[src/design/oetr_pkg.sv]
// Shared types and constants of the overwriting event trace ring.
`default_nettype none
package oetr_pkg;

  localparam int MAX_RESULTS = 32;
  localparam int SLOT_MAX_W  = 6;
  localparam int CNT_MAX_W   = 7;

  localparam logic STATUS_REFUSED = 1'b1;

  typedef enum logic {
    OP_APPEND = 1'b0,
    OP_READ   = 1'b1
  } op_t;

  typedef enum logic [1:0] {
    RD_LIST    = 2'd0,
    RD_EMPTY   = 2'd1,
    RD_REFUSED = 2'd2
  } read_class_t;

  typedef struct packed {
    logic [4:0]  kind;
    logic [31:0] cycle;
    logic [31:0] a;
    logic [31:0] b;
    logic [31:0] c;
    logic [31:0] d;
  } event_t;

  typedef struct packed {
    op_t                   op;
    logic [SLOT_MAX_W-1:0] slot;
    event_t                ev;
    read_class_t           rclass;
    logic [31:0]           base;
    logic [31:0]           newest;
    logic [31:0]           drops;
    logic [CNT_MAX_W-1:0]  q1;
    logic [CNT_MAX_W-1:0]  q2;
    logic [CNT_MAX_W-1:0]  j1;
    logic [CNT_MAX_W-1:0]  j2;
    logic [CNT_MAX_W-1:0]  cap;
  } ring_cmd_t;

  typedef struct packed {
    logic        status;
    logic        has_entry;
    logic [31:0] serial;
    logic [4:0]  kind;
    logic [31:0] cycle;
    logic [31:0] a;
    logic [31:0] b;
    logic [31:0] c;
    logic [31:0] d;
    logic [31:0] next_cursor;
    logic [31:0] drop_total;
    logic        last;
  } result_t;

endpackage
`default_nettype wire

[src/design/oetr_queue.sv]
// Two-entry command queue between the front end and the back end.
`default_nettype none
module oetr_queue import oetr_pkg::*; (
  input  logic      clk,
  input  logic      rst_n,
  input  logic      push,
  input  ring_cmd_t push_cmd,
  output logic      full,
  input  logic      pop,
  output logic      pop_valid,
  output ring_cmd_t pop_cmd
);

  ring_cmd_t  entry_r [2];
  logic       wr_ptr_r, rd_ptr_r;
  logic [1:0] count_r, count_nxt;

  assign full      = (count_r == 2'd2);
  assign pop_valid = (count_r != 2'd0);
  assign pop_cmd   = entry_r[rd_ptr_r];

  always_comb begin
    count_nxt = count_r;
    if (push && !pop) begin
      count_nxt = count_r + 2'd1;
    end else if (pop && !push) begin
      count_nxt = count_r - 2'd1;
    end
  end

  always_ff @(posedge clk) begin
    if (push) begin
      entry_r[wr_ptr_r] <= push_cmd;
    end
  end

  always_ff @(posedge clk) begin
    if (!rst_n) begin
      wr_ptr_r <= 1'b0;
      rd_ptr_r <= 1'b0;
      count_r  <= 2'd0;
    end else begin
      if (push) begin
        wr_ptr_r <= !wr_ptr_r;
      end
      if (pop) begin
        rd_ptr_r <= !rd_ptr_r;
      end
      count_r <= count_nxt;
    end
  end

endmodule
`default_nettype wire

[config.mk]
export PLATFORM = sky130hd
export DESIGN_NAME = oetr_queue
export DESIGN_NICKNAME = d
export VERILOG_FILES = /design/src/design/oetr_pkg.sv /design/src/design/oetr_queue.sv
export SDC_FILE = /design/constraint.sdc
export NUM_CORES = 1
export LEC_CHECK = 0
export ABC_AREA = 1
export BUFFER_PORTS_ARGS = -buffer_cell sky130_fd_sc_hd__buf_4
export CELL_PAD_IN_SITES_DETAIL_PLACEMENT = 0
export CELL_PAD_IN_SITES_GLOBAL_PLACEMENT = 1
export CORE_AREA = 2 2 240 242
export CTS_BUF_LIST = sky130_fd_sc_hd__clkbuf_16
export DETAILED_ROUTE_END_ITERATION = 8
export DIE_AREA = 0 0 242 244
export GPL_ROUTABILITY_DRIVEN = 0
export HOLD_SLACK_MARGIN = 0.1
export PLACE_DENSITY_LB_ADDON = 0.05
export SYNTH_ARGS = -nofsm -noshare
export SYNTH_HDL_FRONTEND = slang
export SYNTH_SLANG_ARGS = --single-unit
export TNS_END_PERCENT = 1
[constraint.sdc]
create_clock -name clk -period 24.4 [get_ports clk]
set_input_delay 2.44 -clock clk [delete_from_list [all_inputs] [get_ports clk]]
set_output_delay 2.44 -clock clk [all_outputs]
set_load 0.01 [all_outputs]
==> metrics.txt <==
status completed; sw frac 0.217; synth top area cells edfxtp_1 82%, mux2_2 14%, buf_6 1.5%, mux2_4 1.3%, dfxtp_1 0.45%; Std-Cell Rows 87; Avg Cell Area, Syn 22.8 sq um; gr usage total 0.194; I/O pin cnt 616; hold_ws 0.494 ns; number of synthesized flops with an enable pin 610; leakage 11.1 nW; Final HPWL DP 41600 um; Worst slew margin 0.307; Int Power 1.90 mW; Die Span X 242 um; Post-Syn Area 0.0224 sq mm; drt first pass iters 4; largest net degree at the start of global routing 158; Pwr Total 2.43 mW; Setup Viol. Count Final 0; pre-CTS setup slack 18.66 ns; min Tclk post-route 6.21 ns; die height 244 um; Worst Setup Start Kind flop; endpoints failing hold 0; clock network power share 0.382; Post-Synthesis Cells 984; Max Root-Sink Buffers 3; post-CTS setup buffers 0; area leader, netlist edfxtp_1; clk sinks 615; Crit Reg-Reg Endpoint entry_r[1][291]$_DFFE_PP_; global-route wire length before repair 82400 um; Num CTS Buffers 68; max-cap viol count 0; Hold Buf Count CTS 0; power density over the cells 81.5 mW/mm^2; Layout Utilization 0.530; post-route cell area 0.0298 sq mm; H-tree levels 3; Syn Nets 1294; initial DRC count 601; Routed WL 58500 um; hold depth 2; clock-pin slew on the worst setup and hold paths 0.06 ns; number of global-route vias before repair 12200; Max VDD drop 59.4 uV; WL/cell 23.8 um; initial antenna violation count 19; crit end category output port; worst r2r path cells 4; Gate power share 0.107; CP required 21.96 ns; top-count cell post-synth edfxtp_1; number of vias per cell 4.70; max frequency 161 MHz; fraction of registers with async set/reset 0; clock skew 0.0235 ns; RSZ-0062 raised after global routing false; layout cells sized above 1 0.601; dpl cell area 0.0277 sq mm; final setup slack of the worst path 18.19 ns; reg2reg start wr_ptr_r$_SDFFE_PN0P_; CTS root buf clkbuf_16; final max-slew violation count 0; CP Data Arrival Time 3.77 ns; global route overflow 0; Non-Filler Instances 2463; DRC errors left 0; post-synthesis register bit count 615; CTS tree built; Setup TNS 0 ns; fillers 4737; Port Buffers 615; count of unique library cells instantiated by Yosys 15; placed cells 2331; Core ar. 0.0562 sq mm; period utilization 0.254; yosys warns 0; min-delay worst type flop to flop; via count 11600; Starting Density 0.399; Layout area overhead 32.9%; clock latency on the worst-skew pair 0.58 ns; worst hold start rd_ptr_r$_SDFFE_PN0P_; crit-path max FO 68; top cells by count, synth 610 x edfxtp_1, 284 x mux2_2, 29 x buf_6; part of the power in registers 0.511; Seq/Total Area, Yosys 0.822; Reg2Reg Setup Slack 20.97 ns; Synth top area share 0.818; Resized Gates After CTS 0; crit path kind flop to output port; Die Area 0.0590 sq mm; Most used DFF post-synth edfxtp_1; Post-DRT Antenna Nets 0; P_sw 0.527 mW; Layout Nets 1955; Worst-Margin Slew 1.04 ns
state kept, by name (all words and copies together), names as in the netlist, named ones only:
name,count
wr_ptr_r,1
count_r,2
entry_r,610
rd_ptr_r,1
worst max path at each step:
stage	from	endpoint	slack (ns)	depth (start not counted)
2_1_floorplan	push	entry_r[0][0]$_DFFE_PP_	8.20	2
4_1_cts	flop	pop_cmd[204]	18.01	4
6_report	flop	pop_cmd[173]	18.19	4
3_3_place_gp	flop	pop_cmd[204]	18.64	4
3_5_place_dp	flop	pop_cmd[204]	18.66	4
5_1_grt	flop	pop_cmd[204]	17.88	4
logic make-up (layout without fill, tap and decap cells):
logic type / after synthesis / after routing / synth area share
flops: 615 / 615 / 0.822
other cells: 0 / 16 / 0
fa+ha+maj: 1 / 1 / 0.000558
mux: 305 / 305 / 0.157
compound gates: 2 / 2 / 0.000446
simple gates: 19 / 19 / 0.00335
buf+inv: 42 / 749 / 0.0170
per-layer routing:
metal,GRT usage,vias to the layer above,part of all wire
met5,0.00980,-,0.0023
met4,0.0917,10,0.036
met3,0.0875,110,0.095
met2,0.333,397,0.52
met1,0.203,5795,0.34
li1,-,5262,-
cell type report:
cell class	instances	area (sq um)	area share
sequential	615	18400	0.619
timing repair buffer	625	4700	0.158
multi-input combinational	327	3610	0.121
clock buffer	69	1730	0.0580
tap	756	946	0.0318
clock inverter	47	280	0.00941
antenna	16	40.0	0.00134
inverter	8	37.5	0.00126
power groups by stage:
stage,sequential (mW),combinational [mW],clock (mW)
floorplan,1.28,0.121,0
finish,1.24,0.260,0.927
CTS,1.24,0.265,0.956
detailed placement,1.26,0.264,0
global route,1.25,0.276,0.997
global placement,1.26,0.262,0
critical path, stage by stage, from the launching register on:
cell and delay [ns]:
dfxtp_4 0.80, buf_4 0.81, buf_4 0.89, mux2_2 0.46
buf_4 0.16
layout by cell type, fill, tap and decap left out, drive strengths merged:
cell / instances
ha: 1
mux2: 305
dfxtp: 5
o21ai: 1
clkbuf: 69
clkinvlp: 1
nand2: 9
edfxtp: 610
nor2: 8
bufinv: 3
clkinv: 28
a21oi: 1
buf: 625
inv: 23
diode: 16
nand3: 1
nand4: 1
No activity file was read; power rests on OpenSTA's default activity.
