$ cat config.mk
export PLATFORM = sky130hd
export DESIGN_NAME = oetr_front
export DESIGN_NICKNAME = d
export VERILOG_FILES = /design/src/design/oetr_pkg.sv /design/src/design/oetr_front.sv
export SDC_FILE = /design/constraint.sdc
export NUM_CORES = 1
export LEC_CHECK = 0
export BUFFER_PORTS_ARGS = -buffer_cell sky130_fd_sc_hd__buf_4
export CAP_MARGIN = 10
export CORE_MARGIN = 10
export CORE_UTILIZATION = 45
export CTS_CLUSTER_SIZE = 10
export DETAILED_ROUTE_END_ITERATION = 10
export GPL_TIMING_DRIVEN = 0
export PLACE_DENSITY = 0.72
export SETUP_SLACK_MARGIN = 0.1
export SLEW_MARGIN = 20
export SYNTH_ARGS = -nofsm -noshare
export SYNTH_HDL_FRONTEND = slang
export SYNTH_SLANG_ARGS = --single-unit
$ cat constraint.sdc
create_clock -name clk -period 6.9 [get_ports clk]
set_clock_uncertainty 0.1 [all_clocks]
set_input_delay 0.345 -clock clk [delete_from_list [all_inputs] [get_ports clk]]
set_output_delay 0.345 -clock clk [all_outputs]
set_load 0.01 [all_outputs]
$ cat src/design/oetr_pkg.sv
// Shared types and constants of the overwriting event trace ring.
`default_nettype none
package oetr_pkg;

  localparam int MAX_RESULTS = 32;
  localparam int SLOT_MAX_W  = 6;
  localparam int CNT_MAX_W   = 7;

  localparam logic STATUS_REFUSED = 1'b1;

  typedef enum logic {
    OP_APPEND = 1'b0,
    OP_READ   = 1'b1
  } op_t;

  typedef enum logic [1:0] {
    RD_LIST    = 2'd0,
    RD_EMPTY   = 2'd1,
    RD_REFUSED = 2'd2
  } read_class_t;

  typedef struct packed {
    logic [4:0]  kind;
    logic [31:0] cycle;
    logic [31:0] a;
    logic [31:0] b;
    logic [31:0] c;
    logic [31:0] d;
  } event_t;

  typedef struct packed {
    op_t                   op;
    logic [SLOT_MAX_W-1:0] slot;
    event_t                ev;
    read_class_t           rclass;
    logic [31:0]           base;
    logic [31:0]           newest;
    logic [31:0]           drops;
    logic [CNT_MAX_W-1:0]  q1;
    logic [CNT_MAX_W-1:0]  q2;
    logic [CNT_MAX_W-1:0]  j1;
    logic [CNT_MAX_W-1:0]  j2;
    logic [CNT_MAX_W-1:0]  cap;
  } ring_cmd_t;

  typedef struct packed {
    logic        status;
    logic        has_entry;
    logic [31:0] serial;
    logic [4:0]  kind;
    logic [31:0] cycle;
    logic [31:0] a;
    logic [31:0] b;
    logic [31:0] c;
    logic [31:0] d;
    logic [31:0] next_cursor;
    logic [31:0] drop_total;
    logic        last;
  } result_t;

endpackage
`default_nettype wire

$ cat src/design/oetr_front.sv
// Front end: ring bookkeeping on appends and classification of read requests.
`default_nettype none
module oetr_front import oetr_pkg::*; #(
  parameter int RING_DEPTH = 32
) (
  input  logic        clk,
  input  logic        rst_n,
  input  logic        in_valid,
  output logic        in_ready,
  input  op_t         in_op,
  input  event_t      in_event,
  input  logic [31:0] in_cursor,
  input  logic [5:0]  in_cap,
  input  logic        q_full,
  output logic        q_push,
  output ring_cmd_t   q_cmd
);

  localparam int SW      = $clog2(RING_DEPTH);
  localparam int CW      = $clog2(RING_DEPTH + 1);
  localparam int CAP_LIM = (RING_DEPTH < MAX_RESULTS) ? RING_DEPTH : MAX_RESULTS;

  logic [SW-1:0] wp_r, wp_nxt;
  logic [CW-1:0] fill_r, fill_nxt;
  logic [31:0]   newest_r, newest_nxt;
  logic [31:0]   oldest_r, oldest_nxt;
  logic [31:0]   base_r, base_nxt;
  logic [31:0]   drops_r, drops_nxt;

  logic          full;
  logic [31:0]   oldest_tmp;
  logic          wrap;
  logic [31:0]   e1;
  logic [CW-1:0] l1, q1, q2, j1, j2;
  logic [5:0]    cap_eff;
  logic [SW:0]   fs_sum;
  logic [SW-1:0] first_slot;
  read_class_t   rclass;

  assign in_ready = !q_full;
  assign q_push   = in_valid && !q_full;
  assign full     = (fill_r == CW'(RING_DEPTH));

  always_comb begin
    newest_nxt = newest_r + 32'd1;
    if (full) begin
      drops_nxt  = drops_r + 32'd1;
      base_nxt   = base_r + 32'd1;
      fill_nxt   = fill_r;
      oldest_tmp = newest_r - 32'(RING_DEPTH) + 32'd2;
    end else begin
      drops_nxt  = drops_r;
      base_nxt   = base_r;
      fill_nxt   = fill_r + CW'(1);
      oldest_tmp = oldest_r;
    end
    oldest_nxt = (oldest_tmp == 32'd0) ? newest_nxt : oldest_tmp;
    wp_nxt = (wp_r == SW'(RING_DEPTH - 1)) ? '0 : wp_r + SW'(1);
  end

  always_comb begin
    wrap = (newest_r < base_r);
    e1   = wrap ? 32'hFFFF_FFFF : newest_r;
    l1   = wrap ? CW'(32'd0 - base_r) : fill_r;
    if (in_cursor >= e1) begin
      q1 = '0;
    end else if (in_cursor < base_r) begin
      q1 = l1;
    end else begin
      q1 = CW'(e1 - in_cursor);
    end
    q2 = (wrap && (in_cursor < newest_r)) ? CW'(newest_r - in_cursor) : '0;
    j1 = l1 - q1;
    j2 = fill_r - q2;
    cap_eff = (in_cap > 6'(CAP_LIM)) ? 6'(CAP_LIM) : in_cap;
    fs_sum = (SW+1)'(wp_r) + (SW+1)'(RING_DEPTH) - (SW+1)'(fill_r);
    first_slot = (fs_sum >= (SW+1)'(RING_DEPTH)) ? SW'(fs_sum - (SW+1)'(RING_DEPTH))
                                                 : SW'(fs_sum);
    priority if (fill_r == '0) begin
      rclass = RD_EMPTY;
    end else if ((in_cursor != 32'd0) && ((in_cursor + 32'd1) < oldest_r)) begin
      rclass = RD_REFUSED;
    end else begin
      rclass = RD_LIST;
    end
  end

  always_comb begin
    q_cmd        = '0;
    q_cmd.op     = in_op;
    q_cmd.slot   = (in_op == OP_APPEND) ? SLOT_MAX_W'(wp_r) : SLOT_MAX_W'(first_slot);
    q_cmd.ev     = in_event;
    q_cmd.rclass = rclass;
    q_cmd.base   = base_r;
    q_cmd.newest = newest_r;
    q_cmd.drops  = drops_r;
    q_cmd.q1     = CNT_MAX_W'(q1);
    q_cmd.q2     = CNT_MAX_W'(q2);
    q_cmd.j1     = CNT_MAX_W'(j1);
    q_cmd.j2     = CNT_MAX_W'(j2);
    q_cmd.cap    = CNT_MAX_W'(cap_eff);
  end

  always_ff @(posedge clk) begin
    if (!rst_n) begin
      wp_r     <= '0;
      fill_r   <= '0;
      newest_r <= '0;
      oldest_r <= '0;
      base_r   <= 32'd1;
      drops_r  <= '0;
    end else if (q_push && (in_op == OP_APPEND)) begin
      wp_r     <= wp_nxt;
      fill_r   <= fill_nxt;
      newest_r <= newest_nxt;
      oldest_r <= oldest_nxt;
      base_r   <= base_nxt;
      drops_r  <= drops_nxt;
    end
  end

endmodule
`default_nettype wire

==> metrics.csv <==
metric;value;unit
arrival;6.85;ns
netlist_top_cells_count;ha_1 (192), buf_4 (172), nor2_1 (165);
grt_usage;0.287;
cts.sinks;139;
grt_max_degree;17;
synth_top_family_by_area;simple AND/OR/NAND/NOR gates;
fin_crit_sh;1.06;
stdcell_area;18800;sq um
end_kind;output pin;
io_buffers;342;
fillCellCount;2873;
synth_cell_types;74;
layout_min_cycle_time;7.29;ns
antenna_cells;0;
peakVddDrop;0.167;mV
gp_congestion;1.01;
num_vias;15400;
critPathBufInv;8;
syn_avg_cell_area;7.72;sq um
io_pins;515;
holdWs;0.125;ns
drt_iter0_drc;1453;
synth_seq_cells;139;
cts.clk_slew.worst_paths;0.07;ns
synth.most_common_cell;ha_1;
core;31600;sq um
dieArea;39600;sq um
synth_compound_area_frac;0.161;
layoutNonFillerInstCount;2685;
setup_slack;-0.390;ns
seq_area_frac_synth;0.193;
wl;60500;um
rows;65;
path_delay_family;compound AO/OA/AOI/OAI gates;
area_growth;30.0;%
maxSlewHeadroom;0.334;
max_stage_delay;0.47;ns
grt_setup_unrepaired;yes;
cp_data_required_time;6.45;ns
crit_fanout;6;
yosys.area.top_type_share;0.193;
post-route-drc-count;0;
fp.dieW;199;um
synth_edf_count;0;
clockRootBuffer;clkbuf_16;
firstDrtPassIters;6;
netlist_area;14400;sq um
synthCells;1869;
post_drt_via_cell_ratio;5.75;
synth_adder_area_share;0.173;
post_drt_wl_per_cell;22.5;um
path_class;register to output pin;
critPathSlowestCell;or3_4;
cp-start-kind;register;
cts_tree;done;
grt_pass1_vias;15400;
dp.cells;2618;
grt_pass1_wl;88700;um
muxShareOfSynthArea;0.0119;
async_flop_share;0;
p_per_area;136;nW/um^2
hpwl;48200;um
status;complete, but fails checks;
die_height;199;um
power_leakage;8.71;nW
synthSimpleGateAreaFrac;0.212;
overflow;0;
drive_gt1_frac;0.302;
nNetsFinal;2675;
placed_cell_area;17500;sq um
clock_latency;0.44;ns
worstMarginPinSlew;0.993;ns
antenna_left;0;
regArea;2810;sq um
multi_input_area;9830;sq um
cts_buffers;17;
clockBufferDepth;2;
synth_top_area_cell;dfxtp_1;
cts_hold_buf;0;
fmax;137;MHz
path_common_cell;ha_4;
maxSlewViolCount;0;
finalSetupViolations;3;
initial_utilization;0.456;
synth_area_leaders;dfxtp_1 (19%), ha_1 (17%), buf_4 (8.9%), xnor2_1 (8.3%), nor2_1 (4.3%);
synth_ff_type;dfxtp_1;
maxCapViolCount;0;
htree_levels;4;
hold_viol_final;0;
min-delay-path-class;input port to register;
antenna_found_initial;0;
power;2.54;mW
synth_xor_area_frac;0.101;
failed_checks;negative setup slack;
yosysWarningCount;0;
[final cells by class]
| type | count | area share |
|---|---|---|
| timing repair buffer | 377 | 0.152 |
| tap | 402 | 0.0268 |
| inverter | 134 | 0.0276 |
| clock buffer | 20 | 0.0233 |
| multi-input combinational | 1354 | 0.524 |
| buffer | 247 | 0.0895 |
| clock inverter | 12 | 0.00720 |
| sequential | 139 | 0.150 |
[flip-flops by register name, summed over array words and instances, names as in the netlist]
register,cells
base_r,32
wp_r,5
drops_r,32
fill_r,6
newest_r,32
oldest_r,32
[placed cells by master, fill, tap and decap left out, drive strengths merged, types with 5 or more instances in the layout]
cell and instances:
or4 11, ha 192, nand2 114, buf 571
nor2 166, nand3 74, dfxtp 139, a211oi 14
and2 21, a31oi 31, o211ai 5, clkinv 9
o21ai 71, a21o 65, and3 16, nand4 64
nand2b 11, nor3 35, xnor2 136, a21oi 106
clkbuf 73, xor2 31, mux2 9, inv 134
nor4 34, a2111oi 5, or3 24, fa 5
o21a 11, conb 6, o31ai 13, mux2i 7
o211a 5, or2 8, nor2b 15
[power breakdown]
group / switching [mW] / internal (mW) / total (mW) / leakage (nW)
clock network: 0.397 / 0.536 / 0.934 / 0.280
logic: 0.399 / 0.394 / 0.793 / 7.31
registers: 0.00878 / 0.808 / 0.816 / 1.13
total: 0.805 / 1.74 / 2.54 / 8.71
[routing by layer]
| layer | track usage | routed length, um | up-vias |
|---|---|---|---|
| li1 | - | - | 7168 |
| met1 | 0.341 | 23600 | 7297 |
| met2 | 0.475 | 28100 | 837 |
| met3 | 0.0784 | 6240 | 144 |
| met4 | 0.126 | 2470 | 0 |
| met5 | 0 | 0 | - |
[per-stage QoR]
step                 util  setup WS, ns  setup TNS (ns)
floorplan               -         0.103               0
global placement    0.554         -2.59          -15.11
finish              0.593        -0.390          -0.722
global route        0.593        -0.637           -1.58
detailed placement  0.555         -2.69          -15.58
CTS                 0.588        -0.179          -0.179
[worst min-delay path: cells and delay by family]
family                 cells  cell delay (ns)
buffers and inverters      1             0.15
AOI/OAI and AO/OA          2             0.12
[worst paths after layout]
path,slack [ns],endpoint,cells after the start,from
hold reg to reg,0.40,drops_r[31],2,drops_r[31]
hold / removal,0.12,oldest_r[15],3,rst_n
setup / recovery,-0.39,q_cmd[19],33,base_r[29]
setup reg to reg,1.81,base_r[31],13,fill_r[1]
[logic make-up (layout without fill, tap and decap cells)]
group	after synthesis	in the layout
AO/OA/AOI/OAI	362	362
XOR/XNOR	167	167
adder cells (fa/ha/maj)	197	197
buffers and inverters	381	790
flip-flops	139	139
multiplexers	16	16
other	1	6
AND/OR/NAND/NOR	606	606
[repair_timing]
action / in CTS / in global routing
pin swaps: 26 / 18
gates resized for setup: 82 / 18
setup endpoints to repair: 12 / 5
setup buffers: 25 / 10
Note: power is estimated with default switching activity, not from simulation.
